**config.mk**
```make
export PLATFORM = sky130hd
export DESIGN_NAME = abrq_front
export DESIGN_NICKNAME = d
export VERILOG_FILES = /design/src/abrq_pkg.sv /design/src/abrq_front.sv
export SDC_FILE = /design/constraint.sdc
export NUM_CORES = 1
export LEC_CHECK = 0
export BUFFER_PORTS_ARGS = -buffer_cell sky130_fd_sc_hd__buf_4
export CAP_MARGIN = 30
export CORE_MARGIN = 1.5
export CORE_UTILIZATION = 40
export DETAILED_ROUTE_END_ITERATION = 10
export PLACE_DENSITY = 0.6
export SYNTH_ARGS = -nofsm -noshare
export SYNTH_HDL_FRONTEND = slang
export SYNTH_SLANG_ARGS = --single-unit
```
**constraint.sdc**
```tcl
create_clock -name clk_i -period 10.9 [get_ports clk_i]
set_clock_uncertainty 0.1 [all_clocks]
set_input_delay 0.545 -clock clk_i [delete_from_list [all_inputs] [get_ports clk_i]]
set_output_delay 0.545 -clock clk_i [all_outputs]
set_load 0.01 [all_outputs]
```
**src/abrq_pkg.sv**
```systemverilog
package abrq_pkg;

  localparam int unsigned QUEUE_BLOCKS = 16;
  localparam int unsigned BLOCK_FRAMES = 64;

  localparam int unsigned SAMPLE_W = 32;
  localparam int unsigned STAMP_W  = 64;
  localparam int unsigned CAP_W    = 16;
  localparam int unsigned STATUS_W = 3;
  localparam int unsigned COUNT_W  = 7;
  localparam int unsigned DROP_W   = 32;

  // command queue between front and back
  localparam int unsigned CMD_DEPTH = 2;
  localparam int unsigned CMD_PTR_W = $clog2(CMD_DEPTH);
  localparam int unsigned CMD_CNT_W = $clog2(CMD_DEPTH + 1);

  typedef enum logic [2:0] {
    ST_WRITTEN   = 3'd0,
    ST_DROPPED   = 3'd1,
    ST_TOO_LONG  = 3'd2,
    ST_SAMPLE    = 3'd3,
    ST_EMPTY     = 3'd4,
    ST_CAP_SMALL = 3'd5
  } status_e;

  typedef enum logic [1:0] {
    CMD_WR_SAMPLE,
    CMD_WR_LAST,
    CMD_RD_BLOCK
  } cmd_kind_e;

  typedef struct packed {
    cmd_kind_e             kind;
    logic [SAMPLE_W-1:0]   sample;
    logic [STAMP_W-1:0]    stamp;
    logic [CAP_W-1:0]      cap;
  } cmd_t;

  typedef struct packed {
    logic valid;
    cmd_t cmd;
  } cmd_slot_t;

endpackage

```
**src/abrq_front.sv**
```systemverilog
module abrq_front (
  input  logic                             clk_i,
  input  logic                             rst_ni,
  input  logic                             start_i,
  output logic                             busy_o,
  input  logic                             op_i,
  input  logic [abrq_pkg::SAMPLE_W-1:0]    sample_bits_i,
  input  logic                             block_end_i,
  input  logic [abrq_pkg::STAMP_W-1:0]     stamp_i,
  input  logic [abrq_pkg::CAP_W-1:0]       read_capacity_i,
  output abrq_pkg::cmd_slot_t              head_o,
  input  logic                             pop_i
);

  abrq_pkg::cmd_t                     fifo_q [abrq_pkg::CMD_DEPTH];
  logic [abrq_pkg::CMD_PTR_W-1:0]     wr_ptr_q, rd_ptr_q;
  logic [abrq_pkg::CMD_CNT_W-1:0]     cnt_q, cnt_d;
  abrq_pkg::cmd_t                     cmd_in;
  logic                               push;

  // classify the incoming item
  always_comb begin
    cmd_in.sample = sample_bits_i;
    cmd_in.stamp  = stamp_i;
    cmd_in.cap    = read_capacity_i;
    if (op_i) begin
      cmd_in.kind = abrq_pkg::CMD_RD_BLOCK;
    end else if (block_end_i) begin
      cmd_in.kind = abrq_pkg::CMD_WR_LAST;
    end else begin
      cmd_in.kind = abrq_pkg::CMD_WR_SAMPLE;
    end
  end

  assign busy_o = (cnt_q == abrq_pkg::CMD_CNT_W'(abrq_pkg::CMD_DEPTH));
  assign push   = start_i && !busy_o;

  assign head_o.valid = (cnt_q != '0);
  assign head_o.cmd   = fifo_q[rd_ptr_q];

  always_comb begin
    cnt_d = cnt_q;
    if (push && !pop_i) begin
      cnt_d = cnt_q + 1'b1;
    end else if (!push && pop_i) begin
      cnt_d = cnt_q - 1'b1;
    end
  end

  always_ff @(posedge clk_i or negedge rst_ni) begin
    if (!rst_ni) begin
      wr_ptr_q <= '0;
      rd_ptr_q <= '0;
      cnt_q    <= '0;
    end else begin
      cnt_q <= cnt_d;
      if (push) begin
        wr_ptr_q <= (wr_ptr_q == abrq_pkg::CMD_PTR_W'(abrq_pkg::CMD_DEPTH - 1)) ?
                    '0 : wr_ptr_q + 1'b1;
      end
      if (pop_i) begin
        rd_ptr_q <= (rd_ptr_q == abrq_pkg::CMD_PTR_W'(abrq_pkg::CMD_DEPTH - 1)) ?
                    '0 : rd_ptr_q + 1'b1;
      end
    end
  end

  always_ff @(posedge clk_i) begin
    if (push) begin
      fifo_q[wr_ptr_q] <= cmd_in;
    end
  end

  a_pop_needs_entry: assert property (@(posedge clk_i) disable iff (!rst_ni)
    pop_i |-> head_o.valid) else $error("pop from empty command queue");

  a_cnt_bound: assert property (@(posedge clk_i) disable iff (!rst_ni)
    cnt_q <= abrq_pkg::CMD_CNT_W'(abrq_pkg::CMD_DEPTH))
    else $error("command queue count overflow");

endmodule

```
==> impl_metrics.py <==
metrics = {
    "power": {
        "seqPwrFrac_pct": 43.6,
        "p_sw_uw": 832,
        "powerDensity_nw_per_um2": 264,
        "switching_share_pct": 27.6,
        "p_clk_share_pct": 24.5,
        "p_leak_nw": 4.39,
        "ir_worst_vdd_mv": 0.201,
        "p_int_mw": 2.18,
        "pwr-share-comb_pct": 32.0,
    },
    "floorplan": {
        "core_um2": 21100,
        "die_area_um2": 22500,
        "die_w_um": 150,
        "initial_utilization_pct": 40.9,
        "rows": 53,
        "die_h_um": 150,
        "pin_count": 234,
    },
    "setup_path": {
        "start_kind": "flop",
        "r2r_setup_slack_ns": 8.22,
        "timing.critical_path.buf_inv": 3,
        "critical_path.max_fanout": 60,
        "cpMaxStageDelayCell": "dfrtp_4",
        "path_cells": "buf_4 -> buf_16 -> mux2_2 -> buf_4",
        "endpoint_kind": "output port",
        "cp.arrival_ns": 2.69,
        "path_delay_family": "flip-flops",
        "path_common_cell": "buf_4",
        "worst-setup-path-type": "flop to output port",
        "regToRegStartpoint": "cnt_q[0]",
        "regToRegEndpoint": "fifo_q[1][93]",
        "cp.depth": 4,
        "cp-startpoint": "rd_ptr_q",
        "cpPeakStageDelay_ns": 0.98,
        "cp_data_required_time_ns": 10.26,
        "r2r_cells": 3,
    },
    "placement": {
        "portBuffers": 233,
        "dp_cells": 874,
        "pre_cts_ws_ns": 7.72,
        "gp_congestion": 0.730,
        "place_hpwl_mm": 10.4,
    },
    "clocking": {
        "h-tree-depth": 1,
        "clk_latency_ns": 0.51,
        "cts_buffer_depth": 3,
        "cts_buffers": 24,
        "path_clk_slew_ns": 0.06,
        "cts_tree": "yes",
        "cts_sinks": 232,
        "cts_root_buf": "clkbuf_16",
        "post_cts_buffers": 0,
    },
    "timing": {
        "rsz0062_at_grt": "no",
        "fmax_mhz": 300,
        "worstMarginPinSlew_ns": 0.944,
        "slew_headroom_pct": 37.1,
        "slew_violations": 0,
        "fin_tns_setup_ns": 0,
        "hold_viol_final": 0,
        "setup_viol": 0,
        "min_period_ns": 3.33,
        "final.setup.worst_slack_ns": 7.57,
        "fin_crit_sh_pct": 30.6,
    },
    "cells_and_area": {
        "antennaDiodeCount": 0,
        "multi_input_area_um2": 1580,
        "seqCellArea_um2": 6950,
        "fillers": 1698,
        "drive_gt1_share_pct": 59.7,
        "mostFrequentLayoutCells": "237 x buf_4, 228 x edfxtp_1, 64 x mux2_2",
        "final_cells": 917,
        "final_common_cell": "buf_4",
        "syn_to_final_growth_pct": 32.1,
        "finish.net_count": 746,
    },
    "grt": {
        "overflow": 0,
        "grt_max_degree": 68,
        "grt_pass1_wl_mm": 23.4,
        "grt_pass1_vias": 4396,
        "antenna_found_initial": 0,
        "gr-usage-all-layers_pct": 13.6,
    },
    "status": {
        "status": "finished, final reports clean",
    },
    "hold_path": {
        "hold_end": "rd_ptr_q",
        "holdCritStartpoint": "pop_i",
        "worstHoldPathCells": 2,
        "worstHoldPathType": "input pin to flop",
    },
    "yosys": {
        "synth.distinct_cells": 16,
        "syn_nets": 494,
        "synth.avg_cell_area_um2": 23.0,
        "synth-seq-area-share_pct": 80.5,
        "synthCells": 375,
        "ys_seq_elements": 232,
        "synth_warnings": 0,
        "syn_area_um2": 8630,
    },
    "drt": {
        "vias": 4309,
        "viasPerCell": 4.70,
        "drtPass1Iterations": 4,
        "drcViolationCount": 0,
        "ant_nets": 0,
        "post_drt_wl_per_cell_um": 17.5,
        "drtIter0Drc": 210,
        "wl_mm": 16.1,
    },
    "flow_run": {
        "maxCapViolCount": 0,
    },
}
==> synthesized netlist by cell type <==
master	instances	area, um2
edfxtp_1	228	6850
mux2_2	64	721
mux2_4	50	751
buf_6	7	78.8
buf_2	6	30.0
dfrtp_1	4	100
inv_1	3	11.3
xor2_1	3	26.3
nor2_1	2	7.51
xnor2_1	2	17.5
and3_1	1	6.26
ha_1	1	12.5
nand2_1	1	3.75
nand2b_1	1	6.26
nor2b_1	1	6.26
or2_2	1	6.26
==> timing repair <==
action | CTS | global route
resized for setup | 0 | 0
endpoints found under the hold margin | 4 | 0
hold buffers | 1 | 0
==> worst max-delay path by stage <==
stage	end	slack [ns]
finish	head_o[0]	7.57
detailed placement	head_o[0]	7.72
global placement	head_o[100]	7.75
floorplan	fifo_q[0][0]	4.84
CTS	head_o[0]	7.15
global route	head_o[0]	7.45
==> stage by stage <==
stage | hold slack [ns] | total power [mW] | util, % | area, um2
6_report | 0.114 | 3.02 | 54.1 | 11400
5_1_grt | 0.0920 | 3.16 | 54.1 | 11400
4_1_cts | 0.0870 | 3.06 | 53.9 | 11400
3_5_place_dp | 0.246 | 2.31 | 50.6 | 10700
3_3_place_gp | 0.243 | 2.29 | 50.6 | 10700
2_1_floorplan | 0.149 | 1.91 | - | 8630
==> state kept, by name, indices dropped and copies added (netlist names) <==
| register | cells |
|---|---|
| wr_ptr_q | 1 |
| cnt_q | 2 |
| fifo_q | 228 |
| rd_ptr_q | 1 |
==> cell type report <==
cell class	count	share of cell area [%]
Sequential cell	232	61.0
Multi-Input combinational cell	127	13.8
Clock buffer	35	5.63
Inverter	3	0.0987
Tap cell	275	3.02
Clock inverter	6	0.549
Timing Repair Buffer	239	15.9
==> routing by layer <==
metal / vias up / global-route usage (%) / wire, um
met4: 0 / 4.90 / 479
met1: 2121 / 17.4 / 6600
li1: 1986 / - / -
met2: 165 / 22.2 / 7690
met3: 37 / 3.81 / 1320
met5: - / 0 / 0
==> power by group through the flow <==
stage	clock (mW)	combinational, mW	sequential (mW)
floorplan	0	0.606	1.30
global placement	0	0.968	1.33
detailed placement	0	0.973	1.34
global route	0.793	1.03	1.34
CTS	0.763	0.978	1.32
finish	0.738	0.965	1.31
==> worst register-to-register path: stages (launching register included) <==
cell,delay [ns]
dfrtp_1,0.40
nand2b_1,0.18
and3_4,0.75
buf_4,0.83
==> kinds of logic after synthesis <==
family	synth area share, %
XOR/XNOR	0.507
adder cells (fa/ha/maj)	0.145
buffers and inverters	1.39
flip-flops	80.5
multiplexers	17.0
AND/OR/NAND/NOR	0.421
(Power assumes the default switching activity.)
